===== src/hw/rtl/ctas_pkg.sv =====
`timescale 1ns / 1ps
`default_nettype none

package ctas_pkg;

    localparam int CENTILUX_W = 23;
    localparam int LUX_W      = 17;
    localparam int CFG_IDX_W  = 3;
    localparam int CFG_DATA_W = 17;
    localparam int LIGHT_TH_W = 17;
    localparam int GYRO_TH_W  = 15;
    localparam int ACC_W      = 10;
    localparam int TICKS_W    = 16;

    // The lux value is (centilux / 4) / 25, done as a multiply by a reciprocal.
    // The reciprocal is exact for every 21-bit quotient input.
    localparam int               LUX_PRE_SHIFT = 2;
    localparam int               LUX_DIV_IN_W  = CENTILUX_W - LUX_PRE_SHIFT;
    localparam int               LUX_RECIP_W   = 22;
    localparam int               LUX_SHIFT     = 26;
    localparam logic [LUX_RECIP_W-1:0] LUX_RECIP = 22'd2684355;

    localparam logic [CFG_IDX_W-1:0] REG_LIGHT_TH    = 3'd0;
    localparam logic [CFG_IDX_W-1:0] REG_GYRO_TH     = 3'd1;
    localparam logic [CFG_IDX_W-1:0] REG_ACC_TH      = 3'd2;
    localparam logic [CFG_IDX_W-1:0] REG_ACC_NOMINAL = 3'd3;
    localparam logic [CFG_IDX_W-1:0] REG_BUZZ_TICKS  = 3'd4;
    localparam logic [CFG_IDX_W-1:0] REG_WAIT_TICKS  = 3'd5;
    localparam logic [CFG_IDX_W-1:0] REG_CYCLE_TICKS = 3'd6;

    localparam logic [LIGHT_TH_W-1:0] RST_LIGHT_TH    = 17'd300;
    localparam logic [GYRO_TH_W-1:0]  RST_GYRO_TH     = 15'd5000;
    localparam logic [ACC_W-1:0]      RST_ACC_TH      = 10'd30;
    localparam logic [ACC_W-1:0]      RST_ACC_NOMINAL = 10'd100;
    localparam logic [TICKS_W-1:0]    RST_BUZZ_TICKS  = 16'd256;
    localparam logic [TICKS_W-1:0]    RST_WAIT_TICKS  = 16'd256;
    localparam logic [TICKS_W-1:0]    RST_CYCLE_TICKS = 16'd2048;

    localparam logic CMD_SAMPLE = 1'b0;
    localparam logic CMD_TICK   = 1'b1;

    localparam logic [1:0] MODE_IDLE = 2'd0;
    localparam logic [1:0] MODE_BUZZ = 2'd1;
    localparam logic [1:0] MODE_WAIT = 2'd2;

    typedef enum logic [2:0] {
        ST_IDLE = 3'b001,
        ST_BUZZ = 3'b010,
        ST_WAIT = 3'b100
    } alarm_state_t;

    typedef struct packed {
        logic [LIGHT_TH_W-1:0] lux_delta_lim;
        logic [GYRO_TH_W-1:0]  gyro_rate_lim;
        logic [ACC_W-1:0]      acc_dev_lim;
        logic [ACC_W-1:0]      acc_nominal;
        logic [TICKS_W-1:0]    buzz_ticks;
        logic [TICKS_W-1:0]    wait_ticks;
        logic [TICKS_W-1:0]    cycle_ticks;
    } cfg_t;

    typedef struct packed {
        logic light_hit;
        logic gyro_hit;
        logic acc_hit;
    } hits_t;

    typedef struct packed {
        logic [1:0] mode;
        logic       buzzer_on;
        logic       significant;
        hits_t      hits;
    } result_t;

endpackage

`default_nettype wire


===== src/hw/rtl/change_triggered_alarm_sequencer.sv =====
`timescale 1ns / 1ps
`default_nettype none

// Alarm sequencer driven by sensor samples and time ticks. Each transaction on
// the input channel gives exactly one result transaction, which reports the
// alarm mode after that item and, for a sample judged while idle, which of the
// light, gyro and acceleration tests fired. Items pass through an input
// register and then a result register, with a combinational judge-and-update
// step between the two, so a transaction is accepted every cycle while the
// output side is not stalled. Configuration writes take effect on the next
// edge and belong between items.

module change_triggered_alarm_sequencer #(
    parameter int TIMER_BITS = 16,
    parameter int AXIS_BITS  = 16
) (
    input  logic                                clk,
    input  logic                                rst_n,

    input  logic                                cfg_we,
    input  logic [ctas_pkg::CFG_IDX_W-1:0]      cfg_index,
    input  logic [ctas_pkg::CFG_DATA_W-1:0]     cfg_data,

    input  logic                                in_valid,
    output logic                                in_ready,
    input  logic                                cmd,
    input  logic [ctas_pkg::CENTILUX_W-1:0]     light_centilux,
    input  logic                                light_valid,
    input  logic signed [AXIS_BITS-1:0]         gyro_x,
    input  logic signed [AXIS_BITS-1:0]         gyro_y,
    input  logic signed [AXIS_BITS-1:0]         gyro_z,
    input  logic signed [AXIS_BITS-1:0]         acc_x,
    input  logic signed [AXIS_BITS-1:0]         acc_y,
    input  logic signed [AXIS_BITS-1:0]         acc_z,

    output logic                                out_valid,
    input  logic                                out_ready,
    output logic [1:0]                          mode,
    output logic                                buzzer_on,
    output logic                                significant,
    output logic                                light_hit,
    output logic                                gyro_hit,
    output logic                                acc_hit
);
    import ctas_pkg::*;

    cfg_t                        cfg;

    logic                        item_valid_reg;
    logic                        item_valid_next;
    logic                        cmd_reg;
    logic [CENTILUX_W-1:0]       light_centilux_reg;
    logic                        light_valid_reg;
    logic signed [AXIS_BITS-1:0] gyro_x_reg;
    logic signed [AXIS_BITS-1:0] gyro_y_reg;
    logic signed [AXIS_BITS-1:0] gyro_z_reg;
    logic signed [AXIS_BITS-1:0] acc_x_reg;
    logic signed [AXIS_BITS-1:0] acc_y_reg;
    logic signed [AXIS_BITS-1:0] acc_z_reg;

    logic                        out_valid_reg;
    logic                        out_valid_next;
    result_t                     res_reg;
    result_t                     res_next;

    logic                        advance;
    logic                        in_fire;
    logic [LUX_W-1:0]            lux;
    logic [LUX_W-1:0]            last_lux;
    hits_t                       hits;

    assign advance  = item_valid_reg && (!out_valid_reg || out_ready);
    assign in_ready = !item_valid_reg || advance;
    assign in_fire  = in_valid && in_ready;

    assign item_valid_next = in_fire || (item_valid_reg && !advance);
    assign out_valid_next  = advance || (out_valid_reg && !out_ready);

    ctas_cfg_regs u_cfg_regs (
        .clk       (clk),
        .rst_n     (rst_n),
        .cfg_we    (cfg_we),
        .cfg_index (cfg_index),
        .cfg_data  (cfg_data),
        .cfg       (cfg)
    );

    ctas_judge #(
        .AXIS_BITS (AXIS_BITS)
    ) u_judge (
        .cfg            (cfg),
        .light_centilux (light_centilux_reg),
        .light_valid    (light_valid_reg),
        .gyro_x         (gyro_x_reg),
        .gyro_y         (gyro_y_reg),
        .gyro_z         (gyro_z_reg),
        .acc_x          (acc_x_reg),
        .acc_y          (acc_y_reg),
        .acc_z          (acc_z_reg),
        .last_lux       (last_lux),
        .lux            (lux),
        .hits           (hits)
    );

    ctas_seq #(
        .TIMER_BITS (TIMER_BITS)
    ) u_seq (
        .clk      (clk),
        .rst_n    (rst_n),
        .cfg      (cfg),
        .fire     (advance),
        .cmd      (cmd_reg),
        .lux      (lux),
        .hits     (hits),
        .last_lux (last_lux),
        .res      (res_next)
    );

    always_ff @(posedge clk or negedge rst_n)
    begin
        if (!rst_n)
        begin
            item_valid_reg <= 1'b0;
            out_valid_reg  <= 1'b0;
        end
        else
        begin
            item_valid_reg <= item_valid_next;
            out_valid_reg  <= out_valid_next;
        end
    end

    always_ff @(posedge clk)
    begin
        if (in_fire)
        begin
            cmd_reg            <= cmd;
            light_centilux_reg <= light_centilux;
            light_valid_reg    <= light_valid;
            gyro_x_reg         <= gyro_x;
            gyro_y_reg         <= gyro_y;
            gyro_z_reg         <= gyro_z;
            acc_x_reg          <= acc_x;
            acc_y_reg          <= acc_y;
            acc_z_reg          <= acc_z;
        end
        if (advance)
        begin
            res_reg <= res_next;
        end
    end

    assign out_valid   = out_valid_reg;
    assign mode        = res_reg.mode;
    assign buzzer_on   = res_reg.buzzer_on;
    assign significant = res_reg.significant;
    assign light_hit   = res_reg.hits.light_hit;
    assign gyro_hit    = res_reg.hits.gyro_hit;
    assign acc_hit     = res_reg.hits.acc_hit;

`ifndef SYNTHESIS
    significant_in_buzz: assert property (@(posedge clk) disable iff (!rst_n)
        (out_valid && significant) |-> (mode == MODE_BUZZ && buzzer_on))
        else $error("A significant result does not report the buzz mode.");

    stall_only_when_full: assert property (@(posedge clk) disable iff (!rst_n)
        !in_ready |-> (item_valid_reg && out_valid_reg && !out_ready))
        else $error("Input stalled while the pipeline had room.");

    item_reaches_output: assert property (@(posedge clk) disable iff (!rst_n)
        (item_valid_reg && !out_valid_reg) |=> out_valid_reg)
        else $error("A held transaction did not move to the result register.");
`endif

endmodule

`default_nettype wire


===== src/hw/rtl/ctas_cfg_regs.sv =====
`timescale 1ns / 1ps
`default_nettype none

module ctas_cfg_regs (
    input  logic                                clk,
    input  logic                                rst_n,
    input  logic                                cfg_we,
    input  logic [ctas_pkg::CFG_IDX_W-1:0]      cfg_index,
    input  logic [ctas_pkg::CFG_DATA_W-1:0]     cfg_data,
    output ctas_pkg::cfg_t                      cfg
);
    import ctas_pkg::*;

    cfg_t cfg_reg;
    cfg_t cfg_next;

    always_comb
    begin
        cfg_next = cfg_reg;
        if (cfg_we)
        begin
            case (cfg_index)
                REG_LIGHT_TH:    cfg_next.lux_delta_lim = cfg_data[LIGHT_TH_W-1:0];
                REG_GYRO_TH:     cfg_next.gyro_rate_lim = cfg_data[GYRO_TH_W-1:0];
                REG_ACC_TH:      cfg_next.acc_dev_lim   = cfg_data[ACC_W-1:0];
                REG_ACC_NOMINAL: cfg_next.acc_nominal   = cfg_data[ACC_W-1:0];
                REG_BUZZ_TICKS:  cfg_next.buzz_ticks    = cfg_data[TICKS_W-1:0];
                REG_WAIT_TICKS:  cfg_next.wait_ticks    = cfg_data[TICKS_W-1:0];
                REG_CYCLE_TICKS: cfg_next.cycle_ticks   = cfg_data[TICKS_W-1:0];
                default:         cfg_next = cfg_reg;
            endcase
        end
    end

    always_ff @(posedge clk or negedge rst_n)
    begin
        if (!rst_n)
        begin
            cfg_reg.lux_delta_lim <= RST_LIGHT_TH;
            cfg_reg.gyro_rate_lim <= RST_GYRO_TH;
            cfg_reg.acc_dev_lim   <= RST_ACC_TH;
            cfg_reg.acc_nominal   <= RST_ACC_NOMINAL;
            cfg_reg.buzz_ticks    <= RST_BUZZ_TICKS;
            cfg_reg.wait_ticks    <= RST_WAIT_TICKS;
            cfg_reg.cycle_ticks   <= RST_CYCLE_TICKS;
        end
        else
        begin
            cfg_reg <= cfg_next;
        end
    end

    assign cfg = cfg_reg;

endmodule

`default_nettype wire


===== src/hw/rtl/ctas_judge.sv =====
`timescale 1ns / 1ps
`default_nettype none

module ctas_judge #(
    parameter int AXIS_BITS = 16
) (
    input  ctas_pkg::cfg_t                      cfg,
    input  logic [ctas_pkg::CENTILUX_W-1:0]     light_centilux,
    input  logic                                light_valid,
    input  logic signed [AXIS_BITS-1:0]         gyro_x,
    input  logic signed [AXIS_BITS-1:0]         gyro_y,
    input  logic signed [AXIS_BITS-1:0]         gyro_z,
    input  logic signed [AXIS_BITS-1:0]         acc_x,
    input  logic signed [AXIS_BITS-1:0]         acc_y,
    input  logic signed [AXIS_BITS-1:0]         acc_z,
    input  logic [ctas_pkg::LUX_W-1:0]          last_lux,
    output logic [ctas_pkg::LUX_W-1:0]          lux,
    output ctas_pkg::hits_t                     hits
);
    import ctas_pkg::*;

    localparam int SQ_W    = 2 * AXIS_BITS;
    localparam int SUM_W   = SQ_W + 2;
    localparam int HI_W    = ACC_W + 1;
    localparam int HI_SQ_W = 2 * HI_W;
    localparam int LO_SQ_W = 2 * ACC_W;
    localparam int CMP_W   = (SUM_W > HI_SQ_W) ? SUM_W : HI_SQ_W;
    localparam int GW      = (AXIS_BITS > GYRO_TH_W) ? AXIS_BITS : GYRO_TH_W;
    localparam int PROD_W  = LUX_DIV_IN_W + LUX_RECIP_W;

    function automatic logic [AXIS_BITS-1:0] magnitude(input logic [AXIS_BITS-1:0] v);
        logic [AXIS_BITS-1:0] neg;
        neg = ~v + {{(AXIS_BITS-1){1'b0}}, 1'b1};
        return v[AXIS_BITS-1] ? neg : v;
    endfunction

    logic [LUX_DIV_IN_W-1:0] lux_div_in;
    logic [PROD_W-1:0]       lux_prod;
    logic [LUX_W-1:0]        lux_raw;
    logic [LUX_W-1:0]        lux_diff;

    logic [AXIS_BITS-1:0]    gmag_x;
    logic [AXIS_BITS-1:0]    gmag_y;
    logic [AXIS_BITS-1:0]    gmag_z;

    logic [AXIS_BITS-1:0]    amag_x;
    logic [AXIS_BITS-1:0]    amag_y;
    logic [AXIS_BITS-1:0]    amag_z;
    logic [SQ_W-1:0]         sq_x;
    logic [SQ_W-1:0]         sq_y;
    logic [SQ_W-1:0]         sq_z;
    logic [SUM_W-1:0]        sq_sum;

    logic [HI_W-1:0]         acc_hi;
    logic [HI_SQ_W-1:0]      acc_hi_sq;
    logic                    acc_lo_en;
    logic [ACC_W-1:0]        acc_lo;
    logic [LO_SQ_W-1:0]      acc_lo_sq;

    // Light: lux is centilux / 100, zero when the reading is not valid.
    assign lux_div_in = light_centilux[CENTILUX_W-1:LUX_PRE_SHIFT];
    assign lux_prod   = PROD_W'(lux_div_in) * PROD_W'(LUX_RECIP);
    assign lux_raw    = lux_prod[LUX_SHIFT +: LUX_W];
    assign lux        = light_valid ? lux_raw : '0;
    assign lux_diff   = (lux > last_lux) ? (lux - last_lux) : (last_lux - lux);

    // Gyro: any axis magnitude above the threshold.
    assign gmag_x = magnitude(gyro_x);
    assign gmag_y = magnitude(gyro_y);
    assign gmag_z = magnitude(gyro_z);

    // Acceleration: floor(sqrt(S)) > nominal + threshold exactly when
    // S >= (nominal + threshold + 1)^2, and floor(sqrt(S)) < nominal - threshold
    // exactly when S < (nominal - threshold)^2, so no root is needed.
    assign amag_x = magnitude(acc_x);
    assign amag_y = magnitude(acc_y);
    assign amag_z = magnitude(acc_z);
    assign sq_x   = SQ_W'(amag_x) * SQ_W'(amag_x);
    assign sq_y   = SQ_W'(amag_y) * SQ_W'(amag_y);
    assign sq_z   = SQ_W'(amag_z) * SQ_W'(amag_z);
    assign sq_sum = SUM_W'(sq_x) + SUM_W'(sq_y) + SUM_W'(sq_z);

    assign acc_hi    = HI_W'(cfg.acc_nominal) + HI_W'(cfg.acc_dev_lim) + HI_W'(1);
    assign acc_hi_sq = HI_SQ_W'(acc_hi) * HI_SQ_W'(acc_hi);
    assign acc_lo_en = cfg.acc_nominal > cfg.acc_dev_lim;
    assign acc_lo    = cfg.acc_nominal - cfg.acc_dev_lim;
    assign acc_lo_sq = LO_SQ_W'(acc_lo) * LO_SQ_W'(acc_lo);

    always_comb
    begin
        hits.light_hit = lux_diff > cfg.lux_delta_lim;
        hits.gyro_hit  = (GW'(gmag_x) > GW'(cfg.gyro_rate_lim))
                      || (GW'(gmag_y) > GW'(cfg.gyro_rate_lim))
                      || (GW'(gmag_z) > GW'(cfg.gyro_rate_lim));
        hits.acc_hit   = (CMP_W'(sq_sum) >= CMP_W'(acc_hi_sq))
                      || (acc_lo_en && (CMP_W'(sq_sum) < CMP_W'(acc_lo_sq)));
    end

endmodule

`default_nettype wire


===== src/hw/rtl/ctas_seq.sv =====
`timescale 1ns / 1ps
`default_nettype none

module ctas_seq #(
    parameter int TIMER_BITS = 16
) (
    input  logic                         clk,
    input  logic                         rst_n,
    input  ctas_pkg::cfg_t               cfg,
    input  logic                         fire,
    input  logic                         cmd,
    input  logic [ctas_pkg::LUX_W-1:0]   lux,
    input  ctas_pkg::hits_t              hits,
    output logic [ctas_pkg::LUX_W-1:0]   last_lux,
    output ctas_pkg::result_t            res
);
    import ctas_pkg::*;

    alarm_state_t            state_reg;
    alarm_state_t            state_next;
    logic [TIMER_BITS-1:0]   phase_left_reg;
    logic [TIMER_BITS-1:0]   phase_left_next;
    logic [TIMER_BITS-1:0]   cycle_left_reg;
    logic [TIMER_BITS-1:0]   cycle_left_next;
    logic [LUX_W-1:0]        last_lux_reg;
    logic [LUX_W-1:0]        last_lux_next;
    logic [TIMER_BITS-1:0]   phase_dec;
    logic [TIMER_BITS-1:0]   cycle_dec;
    logic                    judged;
    logic                    any_hit;

    assign any_hit   = hits.light_hit || hits.gyro_hit || hits.acc_hit;
    assign phase_dec = (phase_left_reg != '0) ? (phase_left_reg - TIMER_BITS'(1)) : '0;
    assign cycle_dec = (cycle_left_reg != '0) ? (cycle_left_reg - TIMER_BITS'(1)) : '0;

    always_comb
    begin
        state_next      = state_reg;
        phase_left_next = phase_left_reg;
        cycle_left_next = cycle_left_reg;
        last_lux_next   = last_lux_reg;
        judged          = 1'b0;
        if (cmd == CMD_SAMPLE)
        begin
            if (state_reg == ST_IDLE)
            begin
                judged        = 1'b1;
                last_lux_next = lux;
                if (any_hit)
                begin
                    state_next      = ST_BUZZ;
                    phase_left_next = TIMER_BITS'(cfg.buzz_ticks);
                    cycle_left_next = TIMER_BITS'(cfg.cycle_ticks);
                end
            end
        end
        else if (state_reg != ST_IDLE)
        begin
            cycle_left_next = cycle_dec;
            phase_left_next = phase_dec;
            // The end of the cycle wins over a phase change, in either phase.
            if (cycle_dec == '0)
            begin
                state_next      = ST_IDLE;
                phase_left_next = '0;
            end
            else if (phase_dec == '0)
            begin
                case (state_reg)
                    ST_BUZZ:
                    begin
                        state_next      = ST_WAIT;
                        phase_left_next = TIMER_BITS'(cfg.wait_ticks);
                    end
                    ST_WAIT:
                    begin
                        state_next      = ST_BUZZ;
                        phase_left_next = TIMER_BITS'(cfg.buzz_ticks);
                    end
                    default:
                    begin
                        state_next      = ST_IDLE;
                        phase_left_next = '0;
                    end
                endcase
            end
        end
    end

    always_comb
    begin
        case (state_next)
            ST_BUZZ: res.mode = MODE_BUZZ;
            ST_WAIT: res.mode = MODE_WAIT;
            default: res.mode = MODE_IDLE;
        endcase
        res.buzzer_on   = state_next == ST_BUZZ;
        res.significant = judged && any_hit;
        res.hits        = judged ? hits : '0;
    end

    always_ff @(posedge clk or negedge rst_n)
    begin
        if (!rst_n)
        begin
            state_reg      <= ST_IDLE;
            phase_left_reg <= '0;
            cycle_left_reg <= '0;
            last_lux_reg   <= '0;
        end
        else if (fire)
        begin
            state_reg      <= state_next;
            phase_left_reg <= phase_left_next;
            cycle_left_reg <= cycle_left_next;
            last_lux_reg   <= last_lux_next;
        end
    end

    assign last_lux = last_lux_reg;

`ifndef SYNTHESIS
    idle_timers_clear: assert property (@(posedge clk) disable iff (!rst_n)
        (state_reg == ST_IDLE) |-> (phase_left_reg == '0 && cycle_left_reg == '0))
        else $error("Timers are not clear while the alarm is idle.");

    trigger_starts_buzz: assert property (@(posedge clk) disable iff (!rst_n)
        (fire && cmd == CMD_SAMPLE && state_reg == ST_IDLE && any_hit)
        |=> (state_reg == ST_BUZZ))
        else $error("A significant sample did not start a buzz phase.");

    tick_counts_down: assert property (@(posedge clk) disable iff (!rst_n)
        (fire && cmd == CMD_TICK && state_reg != ST_IDLE && cycle_left_reg != '0)
        |=> (cycle_left_reg == $past(cycle_left_reg) - TIMER_BITS'(1)))
        else $error("A tick did not count the cycle timer down by one.");
`endif

endmodule

`default_nettype wire


===== config.mk =====
export PLATFORM = sky130hd
export DESIGN_NAME = change_triggered_alarm_sequencer
export DESIGN_NICKNAME = d
export VERILOG_FILES = /design/src/hw/rtl/ctas_pkg.sv /design/src/hw/rtl/change_triggered_alarm_sequencer.sv /design/src/hw/rtl/ctas_cfg_regs.sv /design/src/hw/rtl/ctas_judge.sv /design/src/hw/rtl/ctas_seq.sv
export SDC_FILE = /design/constraint.sdc
export NUM_CORES = 2
export LEC_CHECK = 0
export BUFFER_PORTS_ARGS = -buffer_cell sky130_fd_sc_hd__buf_2
export CORE_MARGIN = 2
export CORE_UTILIZATION = 55
export DETAILED_ROUTE_END_ITERATION = 16
export PLACE_DENSITY_LB_ADDON = 0.15
export SLEW_MARGIN = 20
export SYNTH_ARGS = -nofsm -noshare
export SYNTH_HDL_FRONTEND = slang
export SYNTH_SLANG_ARGS = --single-unit

===== constraint.sdc =====
create_clock -name clk -period 17.5 [get_ports clk]
set_input_delay 3.5 -clock clk [delete_from_list [all_inputs] [get_ports clk]]
set_output_delay 3.5 -clock clk [all_outputs]
set_load 0.05 [all_outputs]

Word-level counts from Yosys, hierarchy flattened
Cells that the tools add are included.

cells by class
  $add $sub $neg = 15
  $mul = 6
  divide/modulo/power cells = 0
  $lt $le $gt $ge = 8
  equal/unequal tests = 13
  shift operators = 0
  multiplexer cells = 31
  bitwise gates (word level) = 7
  reduce and logical (&&, ||, !) cells = 35

operators by type and width
  operator                  number
  $mux W16                  18
  $add A16 B1 Y16 const B   6
  $mul A16 B16 Y32          3
  $not A16 Y16              6
  $gt A16 B15 Y1            3
  $mul A21 B22 Y43 const B  1
  $add A34 B32 Y34          1
  $ge A34 B22 Y1            1
  $gt A17 B17 Y1            2
  $lt A34 B20 Y1            1
  $mux W17                  2
  $sub A17 B17 Y17          2
  $add A32 B32 Y33          1
  $logic_not A16 Y1         2
  $pmux W16 S2              1
  $reduce_bool A16 Y1       2
  $sub A16 B1 Y16 const B   2
  $mul A11 B11 Y22          1
  $mul A10 B10 Y20          1
  $mux W3                   6
  $eq A3 B3 Y1 const B      5
  $reduce_and A2 Y1         7
  $eq A3 B2 Y1 const B      4
  $add A10 B10 Y11          1
  other kinds (17)          36

storage, ports and cells
  flip-flop bits (word level) = 282
  latch bits = 0
  memory bits (writable) = 0
  ROM bits = 0
  input bits = 146
  output and inout port bits = 9
  word-level logic and storage cells = 143
  memories = 0

Longest topological paths before layout
  word-level depth = 15
  mapped depth = 57
  depth with buffers taken out = 53

Cells and area by module
A second synthesis with hierarchy kept.

second synthesis, totals
  cells, all modules = 5352
  area total of the unflattened synthesis = 52472.8 um^2

by module, submodules not included
  module                            times used  cells each  area an instance (um^2)  seq. area each (um^2)
  ctas_judge                        1           4550        40847.9                  0.0
  change_triggered_alarm_sequencer  1           136         3947.5                   3893.7
  ctas_seq                          1           449         3849.9                   1302.5
  ctas_cfg_regs                     1           217         3827.4                   2526.2

Least setup slack after synthesis
OpenSTA, ideal clock, no wires.

  path type = register to register
  start = reg acc_y_reg[0]
  end = reg u_seq.phase_left_reg[11]
  library setup time = 76 ps
  arrival = 13085 ps
  required time = 17424 ps
  path slack = 4339 ps
  cell stages (with the launch flop) = 53
  buffers on the path = 4
  clock period less this slack = 13161 ps
  path through = edfxtp_1 clkinv_1 clkbuf_1 ha_1 nand2_1 or4_1 o31ai_1 xor2_1 clkbuf_1 nor2_1 fa_1 inv_1 fa_1 inv_1 fa_1 fa_1 fa_1 fa_1 (+17 left out) a21oi_1 nand2_1 a31oi_1 xnor2_1 ha_1 a21oi_1 nor2b_1 o21ai_0 nand3_1 nor4_1 o221ai_1 a2111oi_0 nand4_1 o221ai_2 buf_6 buf_2 nand2_1 o21ai_1

on the way
  word-level cells in the longest chain between the ends = 12
  elaborated cells on any way between the ends = 13
  those cells by class = add/sub (3); mul (1); order compare (2); mux (1); bitwise (1); reduce/logical (5)

RTL lines
  element                         RTL line                                 RTL
  from (decl)                     change_triggered_alarm_sequencer.sv:58   logic signed [AXIS_BITS-1:0] acc_y_reg;
  from (signal assigned)          change_triggered_alarm_sequencer.sv:144  acc_y_reg <= acc_y;
  $not A16 Y16                    ctas_judge.sv:33                         neg = ~v + {{(AXIS_BITS-1){1'b0}}, 1'b1};
  $add A16 B1 Y16                 ctas_judge.sv:33
  $mux W16 *                      ctas_judge.sv:34                         return v[AXIS_BITS-1] ? neg : v;
  $mul A16 B16 Y32 *              ctas_judge.sv:79                         assign sq_y = SQ_W'(amag_y) * SQ_W'(amag_y);
  $add A32 B32 Y33 *              ctas_judge.sv:81                         assign sq_sum = SUM_W'(sq_x) + SUM_W'(sq_y) + SUM_W'(sq_z);
  $add A34 B32 Y34 *              ctas_judge.sv:81
  $lt A34 B20 Y1                  ctas_judge.sv:96                         || (acc_lo_en && (CMP_W'(sq_sum) < CMP_W'(acc_lo_sq)));
  $logic_and A1 B1 Y1             ctas_judge.sv:96
  $logic_or A1 B1 Y1 *            ctas_judge.sv:96
  $logic_or A1 B1 Y1 *            ctas_seq.sv:32                           assign any_hit = hits.light_hit || hits.gyro_hit || hits.acc_hit;
  $reduce_bool A2 Y1 (no line) *  n/a
  $reduce_and A4 Y1 (no line) *   n/a
  to (signal assigned)            ctas_seq.sv:114                          phase_left_reg <= phase_left_next;
  to (decl)                       ctas_seq.sv:21                           logic [TIMER_BITS-1:0] phase_left_reg;

Every way passes the cells marked *; elsewhere a longest branch is shown, timed or not.
A chain may end at the register's enable or synchronous reset.

Final worst setup path
  start = reg acc_x_reg[0]
  end = reg u_seq.cycle_left_reg[14]

on the way
  word-level cells in the longest chain between the ends = 12
  elaborated cells on any way between the ends = 13
  those cells by class = add/sub (3); mul (1); order compare (2); mux (1); bitwise (1); reduce/logical (5)

RTL lines
  element                         RTL line                                 RTL
  from (decl)                     change_triggered_alarm_sequencer.sv:57   logic signed [AXIS_BITS-1:0] acc_x_reg;
  from (signal assigned)          change_triggered_alarm_sequencer.sv:143  acc_x_reg <= acc_x;
  $not A16 Y16                    ctas_judge.sv:33
  $add A16 B1 Y16                 ctas_judge.sv:33
  $mux W16 *                      ctas_judge.sv:34
  $mul A16 B16 Y32 *              ctas_judge.sv:78                         assign sq_x = SQ_W'(amag_x) * SQ_W'(amag_x);
  $add A32 B32 Y33 *              ctas_judge.sv:81
  $add A34 B32 Y34 *              ctas_judge.sv:81
  $lt A34 B20 Y1                  ctas_judge.sv:96
  $logic_and A1 B1 Y1             ctas_judge.sv:96
  $logic_or A1 B1 Y1 *            ctas_judge.sv:96
  $logic_or A1 B1 Y1 *            ctas_seq.sv:32
  $reduce_bool A2 Y1 (no line) *  n/a
  $reduce_and A4 Y1 (no line) *   n/a
  to (signal assigned)            ctas_seq.sv:115                          cycle_left_reg <= cycle_left_next;
  to (decl)                       ctas_seq.sv:23                           logic [TIMER_BITS-1:0] cycle_left_reg;

Marks and branches as above.

==> results.cfg <==
[cts]
cts_tree = done
cts-buffers-inserted = 35
cts-root-buf = clkbuf_16
clk_pin_slew_ps = 60
hold_buffers = 0
cts.sinks = 279
cts.path.max_buffers = 3
cts_resized = 0
clock_latency_ps = 600
postCtsSetupRepairBufs = 0
cts_max_level = 2

[detailed_routing]
vias_per_cell = 5.36
dr.pass1.iters = 8
drc_errors = 0
drt_iter0_drc = 1901
vias = 38000
postRouteWirelength_mm = 122
avgRoutedWirePerCell_microns = 17.2
ant_nets = 0

[setup_path]
end_kind = flop
crit_top_cell = fa_1
r2r_setup_slack_ps = 1450
worstPathArrival_ps = 16520
crit_required_ps = 17970
critical_path.top_delay_family = adder cells
r2r_end = u_seq.cycle_left_reg[14]
crit_cells = 51
crit_buf_inv = 8
reg2regPathDepth = 51
critPathSlowestCell = xnor2_1
path_max_fanout = 65
startpoint_type = flop
crit-reg2reg-launch = acc_x_reg[0]
criticalPathCategory = flop to flop
max_stage_delay_ps = 700
crit_start = acc_x_reg[0]
critPathCapture = u_seq.cycle_left_reg[14]

[synthesis]
synth_edf_count = 125
ys_top_cells_by_area = fa_1 32%, ha_1 18%, inv_1 9.4%
yosysTopAreaCellShare_pct = 32.0
yosysMostFrequentCell = inv_1
avgSynthCellArea_sq_um = 9.42
syn_inst = 5626
synthFlopType = dfrtp_1
ys_types = 91
syn_area_sq_um = 53000
synthArstFlopShare_pct = 55.2
yosysWarnings = 0
synth_top_cell_by_area = fa_1
yosys-top-cells-count = 1,322 x inv_1, 847 x fa_1, 763 x ha_1, 450 x nor2_1, 358 x nand2_1
yosysSeqAreaShare_pct = 14.4
synth-seq-cells = 279

[timing]
fmax_mhz = 62.3
final-hold-violation-count = 0
finClkSkew_ps = 56.8
slew_violations = 0
rsz0062_at_grt = no
tns_ps = 0
fin_crit_sh_pct = 91.7
setup_viol = 0
relSlewSlack_pct = 27.9
tightest_slew_ps = 1080
min_period_ps = 16050

[floorplanning]
die_w_microns = 314
std_cell_rows = 113
core_area_sq_um = 95300
die_y_microns = 314
start_util_pct = 55.6
ios = 155
dieArea_sq_um = 98800

[global_routing]
grtUsageTotal_pct = 25.7
antenna_found_initial = 9
grt_pass1_vias = 39800
grt_first_pass_wirelength_mm = 202
grt_max_degree = 84
gr-total-overflow = 0

[placement]
io_buffers = 152
dp_hpwl_mm = 103
place.gp.congestion = 0.885

[flow_run]
maxCapViolCount = 0

[finish]
layout-drive-gt1-share_pct = 7.23
area_growth_pct = 7.05
largest_reg_flops = 100
nets = 7551

[worst_hold_path]
hp-class = flop to flop
hold_start = item_valid_reg

[run_status]
status = finished clean
## area by class of cell
class | instances | area, sq um
Clock buffer | 48 | 963
Inverter | 1343 | 5040
Multi-Input combinational cell | 3922 | 40000
Timing Repair Buffer | 214 | 1260
Antenna cell | 3 | 7.51
Fill cell | 8430 | 38600
Clock inverter | 16 | 239
Sequential cell | 279 | 7630
Tap cell | 1265 | 1580
## layout by cell type (no fill, tap or decap), types with 18 or more instances in the layout
master     count
dfrtp_1      134
nand2_1      358
fa_1         847
conb_1        39
a21oi_1      197
buf_2        151
buf_4         58
mux2_2        68
o21ai_0      176
or3_1         23
nor2b_1       22
xor2_1        86
nand3_1       45
clkinv_1      21
a22o_1        19
ha_1         763
o31ai_1       34
nand4_1       44
nor2_1       450
nor4_1        21
a211oi_1      22
o21bai_1      29
xnor2_1      163
inv_1       1322
nor3_1        53
dfstp_2       20
or2_2         29
o21ai_1       30
edfxtp_1     125
clkbuf_16     36
a31oi_1       18
and3_1        20
nand2b_1      51
o21a_1        23
a21o_1        93
## logic make-up (layout without fill, tap and decap cells)
kind of cell | count (synthesis) | in the layout | share of synthesized area [%]
other | 2 | 42 | 0.0142
XOR/XNOR | 252 | 252 | 4.18
multiplexers | 78 | 78 | 1.63
buffers and inverters | 1462 | 1621 | 10.5
AO/OA/AOI/OAI | 763 | 763 | 9.21
adder cells (fa/ha/maj) | 1610 | 1610 | 50.0
AND/OR/NAND/NOR | 1180 | 1180 | 10.1
flip-flops | 279 | 279 | 14.4
## worst min path at each step
stage / end / slack [ps] / depth (start not counted)
after floorplan: out_valid / 460 / 1
after global placement: out_valid / 470 / 1
after detailed placement: u_seq.phase_left_reg[14] / 490 / 2
after CTS: out_valid / 490 / 1
after global routing: out_valid / 520 / 1
final: out_valid / 490 / 1
## per-stage QoR
step	util (%)	hold slack (ps)	cells	cell area (sq um)	setup WS, ps
floorplan	-	457	5663	53100	4340
global placement	58.2	469	7021	55500	1840
detailed placement	58.2	491	7021	55500	1660
CTS	59.5	495	7085	56700	1570
global route	59.5	524	7090	56700	752
finish	59.5	486	7090	56700	1450
## per-layer routing
layer / routed length [microns] / vias up / share of wire [%] / track usage (%)
met4: 4210 / 6 / 3.5 / 8.38
met2: 58000 / 806 / 48 / 42.8
li1: - / 18200 / - / -
met3: 6160 / 197 / 5.1 / 3.45
met1: 53300 / 18800 / 44 / 34.9
met5: 46 / - / 0.038 / 0
Power is not shown: default switching activity piles up to over one toggle a cycle in this logic, so the estimate is an artifact.
